File: src/rtl/psock_pkg.sv
// psock_pkg: shared types, sizes and codes for the socket table.
// No dependencies; imported by psock_ram, psock_ctrl and port_socket_table.
package psock_pkg;

    localparam int TABLE_SLOTS = 150;

    localparam int IDX_W  = (TABLE_SLOTS > 1) ? $clog2(TABLE_SLOTS) : 1;
    localparam int CNT_W  = $clog2(TABLE_SLOTS + 1);
    localparam int PORT_W = 16;
    localparam int HDL_W  = 8;
    localparam int SLOT_W = 8;
    localparam int CMP_W  = (CNT_W > HDL_W) ? CNT_W : HDL_W;

    localparam logic [PORT_W-1:0] DYN_FIRST = 16'h4002;
    localparam logic [PORT_W-1:0] DYN_LAST  = 16'h7fff;
    localparam logic [PORT_W-1:0] PORT_FREE = 16'h0000;

    localparam logic [1:0] OP_OPEN   = 2'd0;
    localparam logic [1:0] OP_CLOSE  = 2'd1;
    localparam logic [1:0] OP_LOOKUP = 2'd2;

    localparam logic [1:0] STAT_OK       = 2'd0;
    localparam logic [1:0] STAT_ALREADY  = 2'd1;
    localparam logic [1:0] STAT_FULL     = 2'd2;
    localparam logic [1:0] STAT_NOTFOUND = 2'd3;

    typedef enum logic [2:0] {
        ST_IDLE,
        ST_SCAN,
        ST_EVAL,
        ST_CLOSE_CHK,
        ST_SHR_RD,
        ST_SHR_CHK,
        ST_RESP
    } state_t;

    typedef struct packed {
        logic [1:0]        op;
        logic [PORT_W-1:0] port;
        logic [HDL_W-1:0]  handle;
    } req_t;

    typedef struct packed {
        logic [1:0]        status;
        logic [PORT_W-1:0] port_out;
        logic [SLOT_W-1:0] slot;
    } res_t;

    typedef struct packed {
        logic              we;
        logic [IDX_W-1:0]  waddr;
        logic [PORT_W-1:0] wdata;
        logic [IDX_W-1:0]  raddr;
    } mem_req_t;

endpackage

File: src/rtl/psock_ram.sv
// psock_ram: slot table storage, one write and one read port, registered read.
// Depends on psock_pkg.
module psock_ram
    import psock_pkg::*;
(
    input  logic              clk,
    input  mem_req_t          mem_req,
    output logic [PORT_W-1:0] rd_data
);

    logic [PORT_W-1:0] mem [TABLE_SLOTS];

    always_ff @(posedge clk)
    begin
        if (mem_req.we)
        begin
            mem[mem_req.waddr] <= mem_req.wdata;
        end
        rd_data <= mem[mem_req.raddr];
    end

endmodule

File: src/rtl/psock_ctrl.sv
// psock_ctrl: request sequencer; scans the slot table, allocates, frees, shrinks the count.
// Depends on psock_pkg; drives psock_ram through a mem_req_t.
module psock_ctrl
    import psock_pkg::*;
(
    input  logic              clk,
    input  logic              rst_n,
    input  logic              req_valid,
    output logic              req_ready,
    input  req_t              req,
    output logic              res_valid,
    input  logic              res_ready,
    output res_t              res,
    output mem_req_t          mem_req,
    input  logic [PORT_W-1:0] rd_data
);

    state_t            state_reg, state_next;
    logic [1:0]        op_reg, op_next;
    logic [PORT_W-1:0] target_reg, target_next;
    logic              dyn_reg, dyn_next;
    logic [CNT_W-1:0]  used_reg, used_next;
    logic [CNT_W-1:0]  issue_reg, issue_next;
    logic              pend_reg, pend_next;
    logic [IDX_W-1:0]  pend_idx_reg, pend_idx_next;
    logic              free_found_reg, free_found_next;
    logic [IDX_W-1:0]  free_idx_reg, free_idx_next;
    logic              hit_reg, hit_next;
    logic [IDX_W-1:0]  hit_idx_reg, hit_idx_next;
    logic [IDX_W-1:0]  hdl_idx_reg, hdl_idx_next;
    res_t              res_reg, res_next;

    logic              issue_go;
    logic              hit_now;
    logic              scan_done;
    logic              handle_ok;
    logic [CNT_W-1:0]  last_idx;

    assign issue_go  = issue_reg < used_reg;
    assign hit_now   = pend_reg && (rd_data == target_reg);
    assign scan_done = !issue_go && !pend_reg;
    assign handle_ok = CMP_W'(req.handle) < CMP_W'(used_reg);
    assign last_idx  = used_reg - CNT_W'(1);

    assign req_ready = (state_reg == ST_IDLE);
    assign res_valid = (state_reg == ST_RESP);
    assign res       = res_reg;

    // next state
    always_comb
    begin
        state_next = state_reg;
        case (state_reg)
            ST_IDLE:
            begin
                if (req_valid)
                begin
                    case (req.op)
                        OP_OPEN:   state_next = ST_SCAN;
                        OP_CLOSE:  state_next = handle_ok ? ST_CLOSE_CHK : ST_RESP;
                        OP_LOOKUP: state_next = (req.port != PORT_FREE) ? ST_SCAN : ST_RESP;
                        default:   state_next = ST_RESP;
                    endcase
                end
            end
            ST_SCAN:
            begin
                if (hit_now || scan_done)
                begin
                    state_next = ST_EVAL;
                end
            end
            ST_EVAL:
            begin
                if (op_reg == OP_OPEN && dyn_reg && hit_reg && target_reg != DYN_LAST)
                begin
                    state_next = ST_SCAN;
                end
                else
                begin
                    state_next = ST_RESP;
                end
            end
            ST_CLOSE_CHK: state_next = (rd_data == PORT_FREE) ? ST_RESP : ST_SHR_RD;
            ST_SHR_RD:    state_next = (used_reg == '0) ? ST_RESP : ST_SHR_CHK;
            ST_SHR_CHK:   state_next = (rd_data == PORT_FREE) ? ST_SHR_RD : ST_RESP;
            ST_RESP:
            begin
                if (res_ready)
                begin
                    state_next = ST_IDLE;
                end
            end
            default: state_next = ST_IDLE;
        endcase
    end

    // datapath and memory control
    always_comb
    begin
        op_next         = op_reg;
        target_next     = target_reg;
        dyn_next        = dyn_reg;
        used_next       = used_reg;
        issue_next      = issue_reg;
        pend_next       = pend_reg;
        pend_idx_next   = pend_idx_reg;
        free_found_next = free_found_reg;
        free_idx_next   = free_idx_reg;
        hit_next        = hit_reg;
        hit_idx_next    = hit_idx_reg;
        hdl_idx_next    = hdl_idx_reg;
        res_next        = res_reg;
        mem_req.we      = 1'b0;
        mem_req.waddr   = '0;
        mem_req.wdata   = PORT_FREE;
        mem_req.raddr   = issue_reg[IDX_W-1:0];

        case (state_reg)
            ST_IDLE:
            begin
                if (req_valid)
                begin
                    op_next         = req.op;
                    dyn_next        = (req.port == PORT_FREE);
                    target_next     = (req.op == OP_OPEN && req.port == PORT_FREE) ?
                                      DYN_FIRST : req.port;
                    issue_next      = '0;
                    pend_next       = 1'b0;
                    free_found_next = 1'b0;
                    hit_next        = 1'b0;
                    hdl_idx_next    = IDX_W'(req.handle);
                    res_next        = '{STAT_NOTFOUND, PORT_FREE, '0};
                    mem_req.raddr   = IDX_W'(req.handle);
                end
            end
            ST_SCAN:
            begin
                // read of entry i overlaps the compare of entry i-1
                if (issue_go && !hit_now)
                begin
                    mem_req.raddr = issue_reg[IDX_W-1:0];
                    issue_next    = issue_reg + CNT_W'(1);
                    pend_next     = 1'b1;
                    pend_idx_next = issue_reg[IDX_W-1:0];
                end
                else
                begin
                    pend_next = 1'b0;
                end
                if (pend_reg && rd_data == PORT_FREE && !free_found_reg)
                begin
                    free_found_next = 1'b1;
                    free_idx_next   = pend_idx_reg;
                end
                if (hit_now)
                begin
                    hit_next     = 1'b1;
                    hit_idx_next = pend_idx_reg;
                end
            end
            ST_EVAL:
            begin
                if (op_reg == OP_LOOKUP)
                begin
                    if (hit_reg)
                    begin
                        res_next = '{STAT_OK, PORT_FREE, SLOT_W'(hit_idx_reg)};
                    end
                end
                else if (hit_reg)
                begin
                    if (dyn_reg && target_reg != DYN_LAST)
                    begin
                        // candidate taken: try the next number with a fresh scan
                        target_next     = target_reg + PORT_W'(1);
                        issue_next      = '0;
                        pend_next       = 1'b0;
                        free_found_next = 1'b0;
                        hit_next        = 1'b0;
                    end
                    else
                    begin
                        res_next = '{(dyn_reg ? STAT_FULL : STAT_ALREADY), PORT_FREE, '0};
                    end
                end
                else if (free_found_reg)
                begin
                    mem_req.we    = 1'b1;
                    mem_req.waddr = free_idx_reg;
                    mem_req.wdata = target_reg;
                    res_next      = '{STAT_OK, target_reg, SLOT_W'(free_idx_reg)};
                end
                else if (used_reg < CNT_W'(TABLE_SLOTS))
                begin
                    mem_req.we    = 1'b1;
                    mem_req.waddr = used_reg[IDX_W-1:0];
                    mem_req.wdata = target_reg;
                    used_next     = used_reg + CNT_W'(1);
                    res_next      = '{STAT_OK, target_reg, SLOT_W'(used_reg[IDX_W-1:0])};
                end
                else
                begin
                    res_next = '{STAT_FULL, PORT_FREE, '0};
                end
            end
            ST_CLOSE_CHK:
            begin
                if (rd_data != PORT_FREE)
                begin
                    mem_req.we    = 1'b1;
                    mem_req.waddr = hdl_idx_reg;
                    mem_req.wdata = PORT_FREE;
                    res_next      = '{STAT_OK, PORT_FREE, '0};
                end
            end
            ST_SHR_RD:
            begin
                mem_req.raddr = last_idx[IDX_W-1:0];
            end
            ST_SHR_CHK:
            begin
                if (rd_data == PORT_FREE)
                begin
                    used_next = last_idx;
                end
            end
            default:
            begin
            end
        endcase
    end

    always_ff @(posedge clk or negedge rst_n)
    begin
        if (!rst_n)
        begin
            state_reg <= ST_IDLE;
            used_reg  <= '0;
            pend_reg  <= 1'b0;
        end
        else
        begin
            state_reg <= state_next;
            used_reg  <= used_next;
            pend_reg  <= pend_next;
        end
    end

    always_ff @(posedge clk)
    begin
        op_reg         <= op_next;
        target_reg     <= target_next;
        dyn_reg        <= dyn_next;
        issue_reg      <= issue_next;
        pend_idx_reg   <= pend_idx_next;
        free_found_reg <= free_found_next;
        free_idx_reg   <= free_idx_next;
        hit_reg        <= hit_next;
        hit_idx_reg    <= hit_idx_next;
        hdl_idx_reg    <= hdl_idx_next;
        res_reg        <= res_next;
    end

endmodule

File: src/rtl/port_socket_table.sv
// port_socket_table: top level of the socket number table with stream ports.
// Depends on psock_pkg, psock_ram and psock_ctrl.
//
//  channel   | direction | tdata (low bit first)         | tuser
//  ----------+-----------+-------------------------------+-------------------
//  s_axis    | in        | port[15:0], handle[23:16]     | opcode[1:0]
//  m_axis    | out       | port_out[15:0], slot[23:16]   | status[1:0]
//
// One request at a time. The slot table sits in a single RAM with a registered
// read; scans read one slot per cycle, open and lookup scan the slots below the
// count, dynamic open repeats that scan once per candidate number already in use,
// and close frees the slot, then drops trailing free slots from the count.
// Reset clears the slot count only; slots at or above the count are never read.
// A finished result sits in the output register, so the next request is taken
// while it waits on m_axis_tready.
module port_socket_table
    import psock_pkg::*;
(
    input  logic        clk,
    input  logic        rst_n,
    input  logic        s_axis_tvalid,
    output logic        s_axis_tready,
    input  logic [23:0] s_axis_tdata,   // port[15:0], handle[23:16]
    input  logic [1:0]  s_axis_tuser,   // opcode[1:0]
    output logic        m_axis_tvalid,
    input  logic        m_axis_tready,
    output logic [23:0] m_axis_tdata,   // port_out[15:0], slot[23:16]
    output logic [1:0]  m_axis_tuser    // status[1:0]
);

    req_t              req;
    res_t              res;
    logic              res_valid;
    logic              res_ready;
    mem_req_t          mem_req;
    logic [PORT_W-1:0] rd_data;

    logic              m_valid_reg, m_valid_next;
    res_t              m_res_reg;

    // unpack the request
    assign req.op     = s_axis_tuser;
    assign req.port   = s_axis_tdata[15:0];
    assign req.handle = s_axis_tdata[23:16];

    psock_ram u_ram
    (
        .clk     (clk),
        .mem_req (mem_req),
        .rd_data (rd_data)
    );

    psock_ctrl u_ctrl
    (
        .clk       (clk),
        .rst_n     (rst_n),
        .req_valid (s_axis_tvalid),
        .req_ready (s_axis_tready),
        .req       (req),
        .res_valid (res_valid),
        .res_ready (res_ready),
        .res       (res),
        .mem_req   (mem_req),
        .rd_data   (rd_data)
    );

    // output register: takes a new result whenever empty or being drained
    assign res_ready = !m_valid_reg || m_axis_tready;

    always_comb
    begin
        m_valid_next = m_valid_reg;
        if (res_valid && res_ready)
        begin
            m_valid_next = 1'b1;
        end
        else if (m_axis_tready)
        begin
            m_valid_next = 1'b0;
        end
    end

    always_ff @(posedge clk or negedge rst_n)
    begin
        if (!rst_n)
        begin
            m_valid_reg <= 1'b0;
        end
        else
        begin
            m_valid_reg <= m_valid_next;
        end
    end

    always_ff @(posedge clk)
    begin
        if (res_valid && res_ready)
        begin
            m_res_reg <= res;
        end
    end

    assign m_axis_tvalid = m_valid_reg;
    assign m_axis_tdata  = {m_res_reg.slot, m_res_reg.port_out};
    assign m_axis_tuser  = m_res_reg.status;

endmodule
File: config.mk
export PLATFORM = sky130hd
export DESIGN_NAME = port_socket_table
export DESIGN_NICKNAME = d
export VERILOG_FILES = /design/src/rtl/psock_pkg.sv /design/src/rtl/psock_ram.sv /design/src/rtl/psock_ctrl.sv /design/src/rtl/port_socket_table.sv
export SDC_FILE = /design/constraint.sdc
export NUM_CORES = 2
export LEC_CHECK = 0
export ABC_CLOCK_PERIOD_IN_PS = 10180
export BUFFER_PORTS_ARGS = -buffer_cell sky130_fd_sc_hd__buf_4
export CAP_MARGIN = 20
export CORE_MARGIN = 3
export CORE_UTILIZATION = 63
export CTS_CLUSTER_SIZE = 40
export DETAILED_ROUTE_END_ITERATION = 16
export GPL_TIMING_DRIVEN = 0
export HOLD_SLACK_MARGIN = 0.12
export MAX_ROUTING_LAYER = met4
export PLACE_DENSITY = 0.79
export SLEW_MARGIN = 40
export SYNTH_ARGS = -nofsm -noshare
export SYNTH_HDL_FRONTEND = slang
export SYNTH_SLANG_ARGS = --single-unit
File: constraint.sdc
create_clock -name clk -period 10.18 [get_ports clk]
set_input_delay 2.036 -clock clk [delete_from_list [all_inputs] [get_ports clk]]
set_output_delay 2.036 -clock clk [all_outputs]
set_load 0.03 [all_outputs]
## After elaboration in Yosys (flattened, before gate mapping)

Memory sizes are Yosys's and may differ from the RTL's. A register that Yosys moved wholly into a read port is not among the register bits.
Cells that the tools add are included.

- Reduce and logical (&&, ||, !) cells: 43
- Equality and inequality tests: 27
- $lt $le $gt $ge: 3
- $add $sub $neg: 4
- Mux-type cells: 64

Operators with widths:

| operator | number |
|---|---|
| 2-to-1 mux 26 bit | 8 |
| 2-to-1 mux 25 bit | 5 |
| 2-to-1 mux 8 bit | 11 |
| 2-to-1 mux 16 bit | 5 |
| case mux 26 bit (3 select lines) | 1 |
| case mux 25 bit (2 select lines) | 1 |
| zero test 16 bit | 2 |
| case mux 16 bit (2 select lines) | 1 |
| case mux 8 bit (2 select lines) | 2 |
| nonzero test 16 bit | 2 |
| case mux 8 bit (3 select lines) | 1 |
| case mux 3 bit (7 select lines) | 1 |
| != test 2 x 1 -> 1 bit (second input constant) | 10 |
| 2-to-1 mux 3 bit | 6 |
| AND reduction 6 bit | 3 |
| adder 16 x 1 -> 16 bit (second input constant) | 1 |
| adder 8 x 1 -> 8 bit (second input constant) | 2 |
| equality test 16 bit | 1 |
| < comparator 8 bit | 2 |
| != test 16 x 15 -> 1 bit (second input constant) | 1 |
| AND reduction 5 bit | 3 |
| 2-to-1 mux 1 bit | 14 |
| logical AND 1 bit | 11 |
| equality test 3 bit (second input constant) | 3 |
| 22 further kinds | 44 |

- Input bits: 30
- Output and inout bits: 28
- Memories: 1
- Logic and storage cells: 162
- Flip-flop bits (word level): 126
- RAM bits: 2400

Memories:

| name | words | bits a word | read ports | clocked after Yosys merged registers in | write ports | line | RTL |
|---|---|---|---|---|---|---|---|
| u_ram.mem | 150 | 16 | 1 | 1 | 1 | psock_ram.sv:11 | `logic [PORT_W-1:0] mem [TABLE_SLOTS];` |

## Longest topological paths before layout

- Depth in word-level cells: 8
- Depth in mapped cells: 16
- Gate-level depth less buffers: 11

## By module

Synthesis repeated with hierarchy kept, for this count alone.

- Cell total of the unflattened synthesis: 4970
- Area total of the unflattened synthesis: 99867.0 um^2

By module, submodules not included:

| module | cells an instance | times used | area each (um^2) | seq. area each (um^2) |
|---|---|---|---|---|
| psock_ram | 4424 | 1 | 93510.9 | 72389.4 |
| psock_ctrl | 516 | 1 | 5521.5 | 2912.8 |
| port_socket_table | 30 | 1 | 834.6 | 805.8 |

## Worst setup path after synthesis

Ideal clock, no wire load.

- Path type: flip-flop to flip-flop
- Start point: register u_ctrl.state_reg[0]
- End point: register u_ctrl.res_reg (netlist bit u_ctrl.res[11]), data pin
- Data required time: 8.858 ns
- Stages on the path, launching flop included: 6
- Period minus slack after synthesis: 8.190 ns
- Buffers on the path: 2
- Arrival: 6.869 ns
- Library setup time: 1.322 ns
- Path slack: 1.990 ns
- Path through: dfrtp_1 -> buf_6 -> nor2b_1 -> nand4_1 -> clkbuf_1 -> nor3_1

- Cells in the longest elaborated chain, start to end: 2
- Elaborated cells on any way between the ends: 4
- Those cells by class: 2 x eq/ne; 1 x mux; 1 x reduce/logical

Ends and longest elaborated chain:

| what | line | RTL |
|---|---|---|
| start: declaration | psock_ctrl.sv:18 | `state_t state_reg, state_next;` |
| start signal: assignment | psock_ctrl.sv:244 | `state_reg <= state_next;` |
| equality test 3 x 2 -> 1 bit or zero test 3 bit (tied branches) | psock_ctrl.sv:119 | `case (state_reg)` |
| case mux 26 bit (3 select lines) (*) | psock_ctrl.sv:119 |  |
| end signal: assignment | psock_ctrl.sv:262 | `res_reg <= res_next;` |
| end: declaration | psock_ctrl.sv:31 | `res_t res_reg, res_next;` |

Mark *: on every way between the ends. The rest lies on a longest branch, timed or not.
A chain may end at the register's enable or synchronous reset.

## Worst setup path after layout

- Start point: input s_axis_tvalid
- End point: register u_ram.rd_data[9], read port of u_ram.mem

- Cells in the longest elaborated chain, start to end: 2

Ends and longest elaborated chain:

| what | line | RTL |
|---|---|---|
| start: declaration | port_socket_table.sv:21 | `input logic s_axis_tvalid,` |
| 2-to-1 mux 8 bit | psock_ctrl.sv:122 | `if (req_valid)` |
| case mux 8 bit (2 select lines) | psock_ctrl.sv:119 |  |
| end: declaration | psock_ram.sv:8 | `output logic [PORT_W-1:0] rd_data` |

No other way between the ends.

==> impl_metrics.yaml <==
worst_setup_path:
  crit_buf_inv: 5
  reg2reg_depth: 13
  crit_fanout: 12
  crit_chain: "buf_4, buf_4, nor4b_1, o21ai_1, nand2_1, buf_4, buf_6, buf_2, a211oi_1, a31oi_1, o22ai_1, nor4_2, a211oi_2, nor4_1"
  crit_family: "simple AND/OR/NAND/NOR gates"
  critPathKind: "in -> reg"
  cp-start-kind: "primary input"
  rr_startpoint: "u_ctrl.state_reg[0]"
  cp-end-kind: "flop"
  required_ns: 10.82
  cp_slowest_cell: "nor4_1"
  r2r_slack_ns: 4.50
  slowest_delay_ns: 0.99
  crit_top_cell: "buf_4"
  r2r-end: "u_ram.rd_data[9]"
  cp.arrival_ns: 7.08
synth:
  syn-num-nets: 5463
  yosysWarnings: 0
  synthCells: 5414
  yosys-top-cells-area: "edfxtp_1, mux4_2, nand2_1"
  synth_edf_count: 2513
  synth_cell_types: 76
  synth_area_leader_cell: "edfxtp_1"
  synthFlopType: "edfxtp_1"
  synth-async-reset-ratio_pct: 0.511
  avgSynthCellArea_um2: 18.3
  netlist_area_mm2: 0.0993
  yosysTopAreaCellShare_pct: 76.0
  synth-seq-area-share_pct: 76.7
  synth.ff_latch_count: 2542
detailed_routing:
  viasPerCell: 7.19
  first_pass_iters: 11
  wl_per_cell_um: 36.4
  dr.first_iter.drc_count: 10779
  totalWireLength_um: 294000
  drtAntennaViolNets: 0
  drcViolationCount: 0
  vias: 58150
cells_and_area:
  syn_to_final_growth_pct: 14.2
  largest_register_ffs: 2400
  drive_gt1_share_pct: 24.0
  fin_cells: 8093
  nets: 5868
sta:
  grt_setup_unrepaired: "false"
  hold_violations: 0
  holdWs_ns: 0.418
  period_minus_slack_ns: 6.44
  fin_skew_ns: 0.0916
  finalSetupViolCount: 0
  slew-limit-headroom_pct: 25.7
  fin_crit_sh_pct: 63.3
  worstMarginPinSlew_ns: 1.10
  drv_slew: 0
  fmaxAchievable_mhz: 155
floorplan:
  die_h_um: 403
  rows: 145
  initial_core_util_pct: 63.5
  ios: 58
  fp.coreArea_mm2: 0.156
  dieArea_mm2: 0.162
  die_x_um: 403
pwr:
  switchingPower_mw: 15.1
  seqPwrFrac_pct: 32.7
  p_total_mw: 37.3
  p_comb_share_pct: 43.1
  clkPwrFrac_pct: 24.2
  cellLeakagePower_nw: 36.8
  power_density_mw_per_mm2: 329
  ir_worst_vdd_mv: 0.211
  power.internal_mw: 22.2
  swShare_pct: 40.6
clocking:
  postCtsSetupBuffers: 0
  ctsHtreeMaxLevel: 4
  hold_buffers: 0
  cts_sinks: 2542
  clk_latency_ns: 0.93
  cts_tree: "built"
  cts_buffers: 237
  cts_root_buffer: "clkbuf_16"
  clockBufferDepth: 3
  clk_pin_slew_ns: 0.06
  postCtsResizedCells: 0
worst_hold_path:
  min_to: "m_axis_tdata[0]"
  min-delay-start: "u_ctrl.res[8]"
  holdPathStages: 0
  hold_path.class: "reg -> reg"
placed_design:
  gp_congestion: 1.03
  placed_cells: 7638
  dp_hpwl_um: 191000
  io_buffer_count: 57
global_route:
  use_met1_pct: 48.4
  grt_max_degree: 61
  grt_first_pass_wirelength_um: 414000
  grtUsageMet3_pct: 12.2
  grt_overflow: 0
  grt_pass1_vias: 56407
  grtUsageMet2_pct: 53.8
  grtUsageTotal_pct: 37.6
  antenna_found_initial: 11
  busiest_layer: "met2"
outcome:
  status: "complete, no violations"
job:
  maxCapViolCount: 0
-- placed cells by master (no fill, tap or decap), drive strengths merged, types with 16 or more instances in the layout --
cell / instances
buf: 371
a22oi: 167
nor4: 41
ha: 19
nor3: 32
clkinv: 114
a211oi: 90
dfxtp: 16
and2: 21
o211ai: 18
xnor2: 34
bufinv: 27
nor2: 233
a31oi: 95
nand4: 28
o21ai: 59
inv: 22
nand2: 638
o22ai: 36
a21o: 19
nor4b: 17
a21boi: 29
nand3: 200
mux4: 446
and3: 86
edfxtp: 2513
a21oi: 134
clkbuf: 407
-- per-layer routing --
layer / part of all wire, % / vias to the layer above
met3: 15 / 1028
met2: 45 / 5288
met1: 33 / 29219
li1: - / 22615
met5: 0 / -
met4: 6.9 / 0
-- worst max path at each step --
stage | startpoint | endpoint | slack (ns) | cells after the start
final | s_axis_tvalid | u_ram.rd_data[9] | 3.74 | 14
after global routing | s_axis_tvalid | u_ram.rd_data[9] | 4.15 | 14
after CTS | s_axis_tvalid | u_ram.rd_data[1] | 4.28 | 14
after detailed placement | s_axis_tvalid | u_ram.rd_data[7] | 3.41 | 14
after global placement | u_ctrl.state_reg[0] | u_ram.mem[70][3] | -7.24 | 5
after floorplan | u_ctrl.state_reg[0] | u_ctrl.res[11] | 1.99 | 5
-- power by group through the flow --
stage | Clock, mW | Sequential, mW | Combinational (mW)
after floorplan | 0 | 12.5 | 8.69
after global placement | 0 | 12.6 | 14.4
after detailed placement | 0 | 12.4 | 15.0
after CTS | 9.02 | 12.2 | 15.3
after global routing | 9.41 | 12.2 | 16.3
final | 9.04 | 12.2 | 16.1
-- kinds of logic (layout without fill, tap and decap cells) --
kind of cell / count (synthesis) / count (layout) / synth area share [%]
flip-flops: 2542 / 2542 / 76.7
AND/OR/NAND/NOR: 1335 / 1335 / 6.14
AO/OA/AOI/OAI: 684 / 684 / 4.63
multiplexers: 450 / 450 / 10.2
buffers and inverters: 337 / 951 / 1.75
XOR/XNOR: 47 / 47 / 0.415
adder cells (fa/ha/maj): 19 / 19 / 0.239
other: 0 / 7 / 0
-- per-stage QoR --
| stage | cell area, um^2 | TNS, ns | setup WS [ns] | utilization, % |
|---|---|---|---|---|
| finish | 113000 | 0 | 3.74 | 72.5 |
| global route | 113000 | 0 | 4.15 | 72.5 |
| CTS | 113000 | 0 | 4.28 | 72.3 |
| detailed placement | 105000 | 0 | 3.41 | 67.3 |
| global placement | 102000 | -2115.00 | -7.24 | 65.4 |
| floorplan | 99300 | 0 | 1.99 | - |
-- layout make-up --
cell class / instances / area [um^2]
diodes: 7 / 17.5
multi-input cells: 2535 / 23000
clock inverters: 157 / 1780
flip-flops and latches: 2542 / 76100
inverters: 16 / 60.1
fillers: 8800 / 43100
well taps: 2058 / 2570
clock buffers: 291 / 6160
plain buffers: 321 / 1700
repair buffers: 166 / 1890
-- synthesized netlist by cell type, types with 16 or more instances --
cell type and count:
edfxtp_1 2513, buf_4 49, nor2_1 230, a21oi_1 126, nor3_1 31, nand4_1 28
and3_1 86, a31oi_1 95, and2_1 20, nor4b_1 16, dfxtp_1 16, o22ai_1 36
a21boi_0 29, clkbuf_1 116, nor4_1 31, a21o_1 19, mux4_2 446, a22oi_1 167
nand3_1 200, nand2_1 636, o21ai_0 44, ha_1 19, o211ai_1 18, a211oi_1 89
buf_2 127, xnor2_1 34
Note: power is estimated with default switching activity, not from simulation.
